### src/hw/rtl/hts_pkg.sv
// ----------------------------------------------------------------------------
// hts_pkg: shared types and constants for the HTML text stripper
// Scan modes, result records, and the tag name tables for hidden blocks.
// ----------------------------------------------------------------------------
package hts_pkg;

    typedef enum logic [1:0] {
        MODE_NORMAL = 2'd0,
        MODE_NAME   = 2'd1,
        MODE_BLOCK  = 2'd2,
        MODE_WAIT   = 2'd3
    } t_scan_mode;

    // Hidden block tag indexes
    localparam logic [1:0] TAG_SCRIPT   = 2'd0;
    localparam logic [1:0] TAG_STYLE    = 2'd1;
    localparam logic [1:0] TAG_NOSCRIPT = 2'd2;
    localparam logic [1:0] TAG_SVG      = 2'd3;

    localparam logic [7:0] CH_LT    = 8'h3C;
    localparam logic [7:0] CH_GT    = 8'h3E;
    localparam logic [7:0] CH_SLASH = 8'h2F;
    localparam logic [7:0] CH_SPACE = 8'h20;

    // Result queue depth and occupancy width
    localparam int QDEPTH = 4;
    localparam int QPTR_W = $clog2(QDEPTH);
    localparam int QCNT_W = $clog2(QDEPTH + 1);

    typedef struct packed {
        logic [7:0] out_byte;
        logic       byte_valid;
        logic       end_of_text;
    } t_result;

    typedef struct packed {
        logic [1:0] cnt;
        t_result    r0;
        t_result    r1;
    } t_push;

    function automatic logic [3:0] tag_len(input logic [1:0] t);
        logic [3:0] l;
        case (t)
            TAG_SCRIPT:   l = 4'd6;
            TAG_STYLE:    l = 4'd5;
            TAG_NOSCRIPT: l = 4'd8;
            TAG_SVG:      l = 4'd3;
            default:      l = 4'd0;
        endcase
        return l;
    endfunction

    function automatic logic [7:0] name_char(input logic [1:0] t, input logic [2:0] k);
        logic [63:0] s;
        case (t)
            TAG_SCRIPT:   s = {"script", 16'h0};
            TAG_STYLE:    s = {"style", 24'h0};
            TAG_NOSCRIPT: s = "noscript";
            TAG_SVG:      s = {"svg", 40'h0};
            default:      s = '0;
        endcase
        // first character sits in the top byte
        return s[(7 - k) * 8 +: 8];
    endfunction

    function automatic logic [7:0] close_char(input logic [1:0] t, input logic [3:0] k);
        logic [7:0] c;
        logic [3:0] j;
        j = k - 4'd2;
        if (k == 4'd0) begin
            c = CH_LT;
        end else if (k == 4'd1) begin
            c = CH_SLASH;
        end else begin
            c = name_char(t, j[2:0]);
        end
        return c;
    endfunction

endpackage

### src/hw/rtl/hts_if.sv
// ----------------------------------------------------------------------------
// hts_if: request channels of the HTML text stripper
// Input byte channel and cleaned text channel, valid/ready handshake.
// ----------------------------------------------------------------------------
interface hts_in_if;
    logic       valid;
    logic       ready;
    logic [7:0] in_byte;
    logic       last_byte;

    modport source (output valid, in_byte, last_byte, input ready);
    modport sink   (input valid, in_byte, last_byte, output ready);
endinterface

interface hts_out_if;
    logic       valid;
    logic       ready;
    logic [7:0] out_byte;
    logic       byte_valid;
    logic       end_of_text;

    modport source (output valid, out_byte, byte_valid, end_of_text, input ready);
    modport sink   (input valid, out_byte, byte_valid, end_of_text, output ready);
endinterface

### src/hw/rtl/hts_core.sv
// ----------------------------------------------------------------------------
// hts_core: scan engine of the HTML text stripper
// Registers one input byte, runs the tag / hidden block scanner on it and
// hands zero, one or two results to the result queue.
// ----------------------------------------------------------------------------
module hts_core (
    input  logic          i_clk,
    input  logic          i_rst_n,
    input  logic          i_take,
    input  logic [7:0]    i_byte,
    input  logic          i_last,
    input  logic          i_room,
    output logic          o_busy,
    output hts_pkg::t_push o_push
);
    import hts_pkg::*;

    logic       r_in_vld;
    logic [7:0] r_in_byte;
    logic       r_in_last;

    t_scan_mode r_mode, n_mode;
    logic [3:0] r_live, n_live;
    logic [3:0] r_pos, n_pos;
    logic [1:0] r_tag, n_tag;
    logic [3:0] r_prog, n_prog;
    logic       r_inside, n_inside;
    logic       r_emitted, n_emitted;
    logic       r_space, n_space;

    logic       fire;
    logic [7:0] c;
    logic [7:0] lc;
    logic       ws;
    logic       normal;
    logic [3:0] nl;
    logic       hit;
    logic [1:0] hit_tag;
    logic [3:0] plen;
    logic [3:0] np;
    t_push      push;

    assign fire   = r_in_vld && i_room;
    assign o_busy = r_in_vld;
    assign c      = r_in_byte;

    always_comb begin
        lc = (c >= 8'h41 && c <= 8'h5A) ? c + 8'h20 : c;
        ws = c inside {CH_SPACE, [8'h09:8'h0D]};

        n_mode    = r_mode;
        n_live    = r_live;
        n_pos     = r_pos;
        n_tag     = r_tag;
        n_prog    = r_prog;
        n_inside  = r_inside;
        n_emitted = r_emitted;
        n_space   = r_space;
        normal    = 1'b0;
        nl        = '0;
        hit       = 1'b0;
        hit_tag   = '0;
        plen      = tag_len(r_tag) + 4'd2;
        np        = '0;
        push      = '0;

        case (r_mode)
            MODE_NAME: begin
                for (int t = 0; t < 4; t++) begin
                    if (r_live[t]) begin
                        if (r_pos < tag_len(2'(t))) begin
                            if (name_char(2'(t), r_pos[2:0]) == lc) nl[t] = 1'b1;
                        end else if (r_pos == tag_len(2'(t)) && (c == CH_GT || ws)) begin
                            hit     = 1'b1;
                            hit_tag = 2'(t);
                        end
                    end
                end
                if (hit) begin
                    n_mode = MODE_BLOCK;
                    n_tag  = hit_tag;
                    n_prog = '0;
                    n_live = '0;
                    n_pos  = '0;
                end else if (nl != '0) begin
                    n_live = nl;
                    n_pos  = r_pos + 4'd1;
                end else begin
                    // no hidden name: treat the '<' as an ordinary tag
                    n_inside = 1'b1;
                    if (r_emitted) n_space = 1'b1;
                    n_mode = MODE_NORMAL;
                    n_live = '0;
                    n_pos  = '0;
                    normal = 1'b1;
                end
            end
            MODE_BLOCK: begin
                if (r_prog < plen && lc == close_char(r_tag, r_prog)) begin
                    np = r_prog + 4'd1;
                end else begin
                    np = (c == CH_LT) ? 4'd1 : 4'd0;
                end
                if (np >= plen) begin
                    n_mode = MODE_WAIT;
                    n_prog = '0;
                end else begin
                    n_prog = np;
                end
            end
            MODE_WAIT: begin
                if (c == CH_GT) n_mode = MODE_NORMAL;
            end
            default: begin
                normal = 1'b1;
            end
        endcase

        if (normal) begin
            if (c == CH_LT) begin
                n_mode = MODE_NAME;
                n_live = 4'hF;
                n_pos  = '0;
            end else if (c == CH_GT) begin
                n_inside = 1'b0;
            end else if (n_inside) begin
                // drop tag contents
            end else if (ws) begin
                if (r_emitted) n_space = 1'b1;
            end else begin
                if (n_space) begin
                    push.r0  = '{out_byte: CH_SPACE, byte_valid: 1'b1, end_of_text: 1'b0};
                    push.r1  = '{out_byte: c, byte_valid: 1'b1, end_of_text: 1'b0};
                    push.cnt = 2'd2;
                end else begin
                    push.r0  = '{out_byte: c, byte_valid: 1'b1, end_of_text: 1'b0};
                    push.cnt = 2'd1;
                end
                n_emitted = 1'b1;
                n_space   = 1'b0;
            end
        end

        if (r_in_last) begin
            case (push.cnt)
                2'd0: begin
                    push.r0  = '{out_byte: 8'h00, byte_valid: 1'b0, end_of_text: 1'b1};
                    push.cnt = 2'd1;
                end
                2'd1:    push.r0.end_of_text = 1'b1;
                default: push.r1.end_of_text = 1'b1;
            endcase
            // back to reset state for the next document
            n_mode    = MODE_NORMAL;
            n_live    = '0;
            n_pos     = '0;
            n_tag     = '0;
            n_prog    = '0;
            n_inside  = 1'b0;
            n_emitted = 1'b0;
            n_space   = 1'b0;
        end

        o_push = push;
        if (!fire) o_push.cnt = 2'd0;
    end

    always_ff @(posedge i_clk) begin
        if (i_take) begin
            r_in_byte <= i_byte;
            r_in_last <= i_last;
        end
    end

    always_ff @(posedge i_clk) begin
        if (!i_rst_n) begin
            r_in_vld  <= 1'b0;
            r_mode    <= MODE_NORMAL;
            r_live    <= '0;
            r_pos     <= '0;
            r_tag     <= '0;
            r_prog    <= '0;
            r_inside  <= 1'b0;
            r_emitted <= 1'b0;
            r_space   <= 1'b0;
        end else begin
            if (i_take) begin
                r_in_vld <= 1'b1;
            end else if (fire) begin
                r_in_vld <= 1'b0;
            end
            if (fire) begin
                r_mode    <= n_mode;
                r_live    <= n_live;
                r_pos     <= n_pos;
                r_tag     <= n_tag;
                r_prog    <= n_prog;
                r_inside  <= n_inside;
                r_emitted <= n_emitted;
                r_space   <= n_space;
            end
        end
    end

endmodule

### src/hw/rtl/hts_outq.sv
// ----------------------------------------------------------------------------
// hts_outq: result queue of the HTML text stripper
// Takes up to two results a cycle, gives one a cycle to the output channel while that channel is ready.
// ----------------------------------------------------------------------------
module hts_outq (
    input  logic                  i_clk,
    input  logic                  i_rst_n,
    input  hts_pkg::t_push        i_push,
    input  logic                  i_pop,
    output logic                  o_room,
    output logic                  o_vld,
    output hts_pkg::t_result      o_head,
    output logic [hts_pkg::QCNT_W-1:0] o_count
);
    import hts_pkg::*;

    t_result             r_mem [QDEPTH];
    logic [QPTR_W-1:0]   r_wr, n_wr;
    logic [QPTR_W-1:0]   r_rd, n_rd;
    logic [QCNT_W-1:0]   r_cnt, n_cnt;
    logic [QPTR_W-1:0]   wr1;
    logic                pop;

    assign pop     = i_pop && (r_cnt != '0);
    assign wr1     = r_wr + QPTR_W'(1);
    assign o_room  = r_cnt <= QCNT_W'(QDEPTH - 2);
    assign o_vld   = r_cnt != '0;
    assign o_head  = r_mem[r_rd];
    assign o_count = r_cnt;

    always_comb begin
        n_wr  = r_wr + QPTR_W'(i_push.cnt);
        n_rd  = pop ? r_rd + QPTR_W'(1) : r_rd;
        n_cnt = r_cnt + QCNT_W'(i_push.cnt) - QCNT_W'(pop);
    end

    always_ff @(posedge i_clk) begin
        if (i_push.cnt != 2'd0) r_mem[r_wr] <= i_push.r0;
        if (i_push.cnt == 2'd2) r_mem[wr1]  <= i_push.r1;
    end

    always_ff @(posedge i_clk) begin
        if (!i_rst_n) begin
            r_wr  <= '0;
            r_rd  <= '0;
            r_cnt <= '0;
        end else begin
            r_wr  <= n_wr;
            r_rd  <= n_rd;
            r_cnt <= n_cnt;
        end
    end

endmodule

### src/hw/rtl/html_text_stripper.sv
// ----------------------------------------------------------------------------
// html_text_stripper: HTML to readable text filter
// Top level: input byte register, scan engine and result queue.
// ----------------------------------------------------------------------------
// One HTML byte is accepted per cycle while the input is ready. Each byte
// waits in the input register, where the scanner decides its results, and
// reaches the output channel through the result queue. A byte gives no
// result, one, or two (a pending space and the text byte); the output port
// delivers one result per cycle while its sink is ready, so input is taken
// at one byte per cycle while the text carries no more than one result per
// byte on average, and input back-pressure follows from the four-entry queue.
module html_text_stripper (
    input  logic     i_clk,
    input  logic     i_rst_n,
    hts_in_if.sink   i_in,
    hts_out_if.source o_out
);
    import hts_pkg::*;

    logic              busy;
    logic              room;
    logic              take;
    logic              pop;
    t_push             push;
    t_result           head;
    logic [QCNT_W-1:0] q_count;

    assign i_in.ready = !busy || room;
    assign take       = i_in.valid && i_in.ready;
    assign pop        = o_out.valid && o_out.ready;

    hts_core u_core (
        .i_clk   (i_clk),
        .i_rst_n (i_rst_n),
        .i_take  (take),
        .i_byte  (i_in.in_byte),
        .i_last  (i_in.last_byte),
        .i_room  (room),
        .o_busy  (busy),
        .o_push  (push)
    );

    hts_outq u_outq (
        .i_clk   (i_clk),
        .i_rst_n (i_rst_n),
        .i_push  (push),
        .i_pop   (pop),
        .o_room  (room),
        .o_vld   (o_out.valid),
        .o_head  (head),
        .o_count (q_count)
    );

    assign o_out.out_byte    = head.out_byte;
    assign o_out.byte_valid  = head.byte_valid;
    assign o_out.end_of_text = head.end_of_text;

    // queue never holds more than its depth
    a_q_bound: assert property (@(posedge i_clk) disable iff (!i_rst_n)
        q_count <= QCNT_W'(QDEPTH))
        else $error("result queue overfilled");

    // results are only written while the queue has room for two
    a_push_room: assert property (@(posedge i_clk) disable iff (!i_rst_n)
        push.cnt != 2'd0 |-> room)
        else $error("push without room");

    // a bare end mark always closes the document with a zero byte
    a_bare_end: assert property (@(posedge i_clk) disable iff (!i_rst_n)
        o_out.valid && !o_out.byte_valid |-> o_out.end_of_text && o_out.out_byte == 8'h00)
        else $error("bare result without end mark");

    // a space result is always followed in the queue by a text byte
    a_pair: assert property (@(posedge i_clk) disable iff (!i_rst_n)
        push.cnt == 2'd2 |-> push.r0.out_byte == CH_SPACE && push.r1.byte_valid)
        else $error("malformed result pair");

endmodule
### src/flat_wrapper.sv
// flat-port wrapper written by rule: the top's interface ports become plain ports
module html_text_stripper_flat import hts_pkg::*;
  (i_clk, i_rst_n, i_in_valid, i_in_in_byte, i_in_last_byte, i_in_ready, o_out_valid, o_out_out_byte, o_out_byte_valid, o_out_end_of_text, o_out_ready);
  hts_in_if i_in_i ();
  hts_out_if o_out_i ();
  input  logic i_clk;
  input  logic i_rst_n;
  input wire logic [$bits(i_in_i.valid)-1:0] i_in_valid;
  input wire logic [$bits(i_in_i.in_byte)-1:0] i_in_in_byte;
  input wire logic [$bits(i_in_i.last_byte)-1:0] i_in_last_byte;
  output wire logic [$bits(i_in_i.ready)-1:0] i_in_ready;
  output wire logic [$bits(o_out_i.valid)-1:0] o_out_valid;
  output wire logic [$bits(o_out_i.out_byte)-1:0] o_out_out_byte;
  output wire logic [$bits(o_out_i.byte_valid)-1:0] o_out_byte_valid;
  output wire logic [$bits(o_out_i.end_of_text)-1:0] o_out_end_of_text;
  input wire logic [$bits(o_out_i.ready)-1:0] o_out_ready;
  assign i_in_i.valid = i_in_valid;
  assign i_in_i.in_byte = i_in_in_byte;
  assign i_in_i.last_byte = i_in_last_byte;
  assign i_in_ready = i_in_i.ready;
  assign o_out_valid = o_out_i.valid;
  assign o_out_out_byte = o_out_i.out_byte;
  assign o_out_byte_valid = o_out_i.byte_valid;
  assign o_out_end_of_text = o_out_i.end_of_text;
  assign o_out_i.ready = o_out_ready;
  html_text_stripper u_core (.i_clk(i_clk), .i_rst_n(i_rst_n), .i_in(i_in_i), .o_out(o_out_i));
endmodule
### config.mk
export PLATFORM = sky130hd
export DESIGN_NAME = html_text_stripper_flat
export DESIGN_NICKNAME = d
export VERILOG_FILES = /design/src/hw/rtl/hts_pkg.sv /design/src/hw/rtl/hts_if.sv /design/src/hw/rtl/hts_core.sv /design/src/hw/rtl/hts_outq.sv /design/src/hw/rtl/html_text_stripper.sv /design/src/flat_wrapper.sv
export SDC_FILE = /design/constraint.sdc
export NUM_CORES = 1
export LEC_CHECK = 0
export BUFFER_PORTS_ARGS = -buffer_cell sky130_fd_sc_hd__buf_2
export CAP_MARGIN = 30
export CORE_AREA = 2 2 119 121
export DETAILED_ROUTE_END_ITERATION = 10
export DIE_AREA = 0 0 121 123
export PLACE_DENSITY_LB_ADDON = 0.3
export RECOVER_POWER = 100
export SYNTH_ARGS = -nofsm -noshare
export SYNTH_HDL_FRONTEND = slang
export SYNTH_HIERARCHICAL = 1
export SYNTH_SLANG_ARGS = --single-unit
### constraint.sdc
create_clock -name i_clk -period 12.6 [get_ports i_clk]
set_input_delay 1.26 -clock i_clk [delete_from_list [all_inputs] [get_ports i_clk]]
set_output_delay 1.26 -clock i_clk [all_outputs]
set_load 0.05 [all_outputs]
==> summary.md <==
| Metric | Value |
|---|---|
| Status | finished, violations left |
| Failing checks | capacitance limit, slew limit |
| P_sw | 0.228 mW |
| Max-cap violation count | 1 |
| Number of distinct library cells after synthesis | between 90 and 100 |
| Initial core utilization | 43.9% |
| Port Buffers | 24 |
| DP Worst Slack | 7.58 ns |
| GP Congestion | 0.955 |
| Slew Viols, Final | 12 |
| Synth Register Bits | 78 |
| Post-synth ARST share | 0% |
| Crit path largest cell delay | approximately 2.1 ns |
| Die ar. | 14900 µm² |
| Yosys warnings | 6 |
| Netlist Area Pre-Place | 5970 µm² |
| Cell Area, Placed | 6140 µm² |
| Crit path launch type | register |
| Final Power | 0.738 mW |
| Achievable frequency | 0.151 GHz |
| DRT Pass-1 Iters | 4 |
| Design Area, Final | ~6300 µm² |
| Largest net degree at the start of global routing | 23 |
| Fin. Hold Viols | 0 |
| Layout area overhead | 5.24% |
| Row cnt | 43 |
| VDD IR-drop max | 0.000132 V |
| Post-DP HPWL | just over 10000 µm |
| Synth Flop Type | edfxtp_1 |
| Total CTS buffers | 9 |
| Critical Path RT | 12.58 ns |
| Detailed Route WL | 14500 µm |
| First-pass GRT wire length | 23500 µm |
| DR iter-0 viols | about 330 |
| Tightest Hold Check Type | reg -> reg |
| Critical path's slowest cell | nor4bb_1 |
| Relative slew slack | -79.1% |
| Antenna Cells | 0 |
| Tcrit/Tclk final | 52.6% |
| Initial antenna violation count | 0 |
| Clock share of power | 34.7% |
| DRC | 0 |
| Number of flops mapped to enable cells by yosys | 49 |
| Total Routing Usage GR | approximately 20% |
| Largest fanout on the critical path | 15 |
| Switching share of power | 30.9% |
| Postcts setup bufs | 0 |
| Flop pwr share | between 40% and 50% |
| Vias in the first global route | 4503 |
| Worst-Margin Slew | 2.65 ns |
| DR vias | 4646 |
| Area leader, netlist | edfxtp_1 |
| Fin Setup TNS | 0 ns |
| Post-Synthesis Cells | 585 |
| Crit Path Class | reg -> reg |
| Worst Setup EP | u_core/u_outq/r_mem[2][0]$_DFFE_PP_ |
| Final setup viols | 0 |
| Worst reg-to-reg path cell count | 11 |
| Syn_area_per_cell | 10.2 µm² |
| Global route total overflow | 0 |
| CTS Hold Buffers Added | 0 |
| Post-route ant nets | 0 |
| CP cell instances | inv_1, ha_1, nand2b_1, mux2_1, a31o_1, a22oi_1, nand4b_2, a21oi_1, and2_0, nor4bb_1, a21o_1 |
| Reg2reg start | u_core/u_core/r_pos[0]$_SDFFE_PN0P_ |
| Quantity of gates resized following cts | 0 |
| I/O pins | 25 |
| Routed WL per cell | roughly 19 µm |
| CP startpoint | u_core/u_core/r_pos[0]$_SDFFE_PN0P_ |
| Min-delay src | u_core/u_outq/r_rd[0]$_SDFFE_PN0P_ |
| Via density | approximately 6.0 |
| Reg2reg end | u_core/u_outq/r_mem[2][0]$_DFFE_PP_ |
| Top cell type's share of synthesized area | 24.6% |
| Chip Width | 121 µm |
| Final worst slack | ~6.0 ns |
| Total power density per cell area | 117 nW/µm² |
| Combinational Power Share | between 20 and 25% |
| Ranking of synthesized cells by area | edfxtp_1 25%, dfxtp_1 9.7%, ha_1 6.7% |
| Pint | 0.510 mW |
| Tmin final | 6.63 ns |
| Crit end category | register |
| H-Tree Depth | 3 |
| Sink Count | slightly below 80 |
| RSZ-0062 raised after global routing | false |
| WP data arrival | 6.61 ns |
| DIE HEIGHT | 123 µm |
| Worst-skew pair later-pin latency | 0.33 ns |
| CTS tree | yes |
| Nets | between 600 and 700 |
| CORE AREA | 13600 µm² |
| Setup slack, reg-to-reg | 5.97 ns |
| Syn nets | 631 |
| CTS Root Cell | clkbuf_16 |
| CTS clk-pin slew, worst paths | roughly 0.060 ns |
| CTS max path bufs | 2 |
| Post-synthesis sequential area ratio | 34.4% |
| Share of layout cells above drive strength 1 | 11.9% |
| Skew final | around 0.0078 ns |
| Pleak | 2.21 nW |
cell usage after synthesis, drive strengths merged (6+ instances only):
cell,count
nor2b,9
nand2b,18
o211ai,8
nor2,34
inv,31
mux4,10
and2,26
nand3,15
a21oi,15
mux2i,8
dfxtp,29
nor3,19
a211oi,6
nand2,42
a21o,8
edfxtp,49
buf,29
clkbuf,6
mux2,44
ha,32
o21ai,20
a31oi,8
xnor2,9
area by class of cell:
type	count	area, µm²
clock buffer	11	233
tap	180	225
fill	1264	7330
inverter	31	116
timing repair buffer	29	123
sequential	78	2050
clock inverter	5	58.8
multi-input combinational	441	3480
how the worst min path moves through the flow:
stage	cells past startpoint	endpoint	slack, ns
after floorplan	2	register	0.45
after global placement	2	u_core/u_outq/r_rd[1]$_SDFFE_PN0P_	0.46
after detailed placement	2	u_core/u_core/r_inside$_SDFFE_PN0P_	0.49
after CTS	2	u_core/u_core/r_inside$_SDFFE_PN0P_	0.49
after global routing	2	u_core/u_core/r_inside$_SDFFE_PN0P_	0.51
final	2	u_core/u_outq/r_rd[0]$_SDFFE_PN0P_	0.50
cell usage in the layout (no fill, tap or decap), drive strengths merged, types with 4 or more instances in the layout:
master	synthesis	routed
a21oi	15	15
or4	4	4
clkbuf	6	29
mux2	44	44
o21a	4	4
or3	5	5
o2111ai	5	5
inv	31	33
ha	32	32
nor4	4	4
a21o	8	8
mux4	10	10
dfxtp	29	29
xnor2	9	9
nor3b	4	4
a31o	5	5
nor3	19	19
edfxtp	49	49
o211ai	8	8
mux2i	8	8
nor2b	9	9
buf	29	11
nand4	4	4
o21ai	20	20
a31oi	8	8
nand3	15	15
nand2	42	42
nand2b	18	18
nand3b	5	5
o32ai	4	4
nor2	34	34
and2	26	26
a211oi	6	6
nor4bb	4	4
stage by stage:
step / instances / utilization, % / hold slack (ns)
finish: 775 / 46.2 / 0.499
floorplan: 585 / - / 0.449
CTS: 775 / 47.3 / 0.494
global route: 775 / 46.2 / 0.513
detailed placement: 759 / 45.1 / 0.490
global placement: 757 / 45.0 / 0.461
cell families after synthesis:
logic type      after synthesis  synth area share [%]
buf+inv                      66                  5.57
simple gates                213                  20.9
compound gates              120                  15.2
xor+xnor                     13                  2.37
flops                        78                  34.4
mux                          62                  14.5
fa+ha+maj                    33                  7.04
power by group through the flow:
stage               Clock, mW  Sequential (mW)  Combinational, mW
finish                  0.256            0.318              0.164
global placement            0            0.323              0.169
detailed placement          0            0.324              0.174
global route            0.272            0.322              0.179
CTS                     0.262            0.319              0.174
floorplan                   0            0.304              0.154
per-layer routing:
metal  wire (µm)  GRT usage, %  vias to the layer above
met5           0             0                        -
met4         401          7.19                        0
met3         802          3.32                       34
met2        6580          31.5                      173
met1        6730          27.8                     2229
li1            -             -                     2210
registers in the layout (all words and copies together) (netlist names), 2 cells and up, named ones only:
| signal | count |
|---|---|
| u_core/u_outq/r_mem | 40 |
| u_core/u_core/c | 8 |
| u_core/u_core/r_live | 4 |
| u_core/u_core/r_pos | 4 |
| u_core/u_core/r_prog | 4 |
| u_core/u_outq/o_count | 3 |
| u_core/u_core/r_mode | 2 |
| u_core/u_core/r_tag | 2 |
| u_core/u_outq/r_rd | 2 |
| u_core/u_outq/r_wr | 2 |
worst max-delay path: cells and delay by family, from the launching register on:
kind	cells	cell delay [ns]
muxes	1	0.34
AOI/OAI and AO/OA	4	1.82
adders and majority gates	1	0.32
and+or+nand+nor	4	3.01
buffers and inverters	1	0.20
DFF	1	0.56
(Power assumes the default switching activity.)
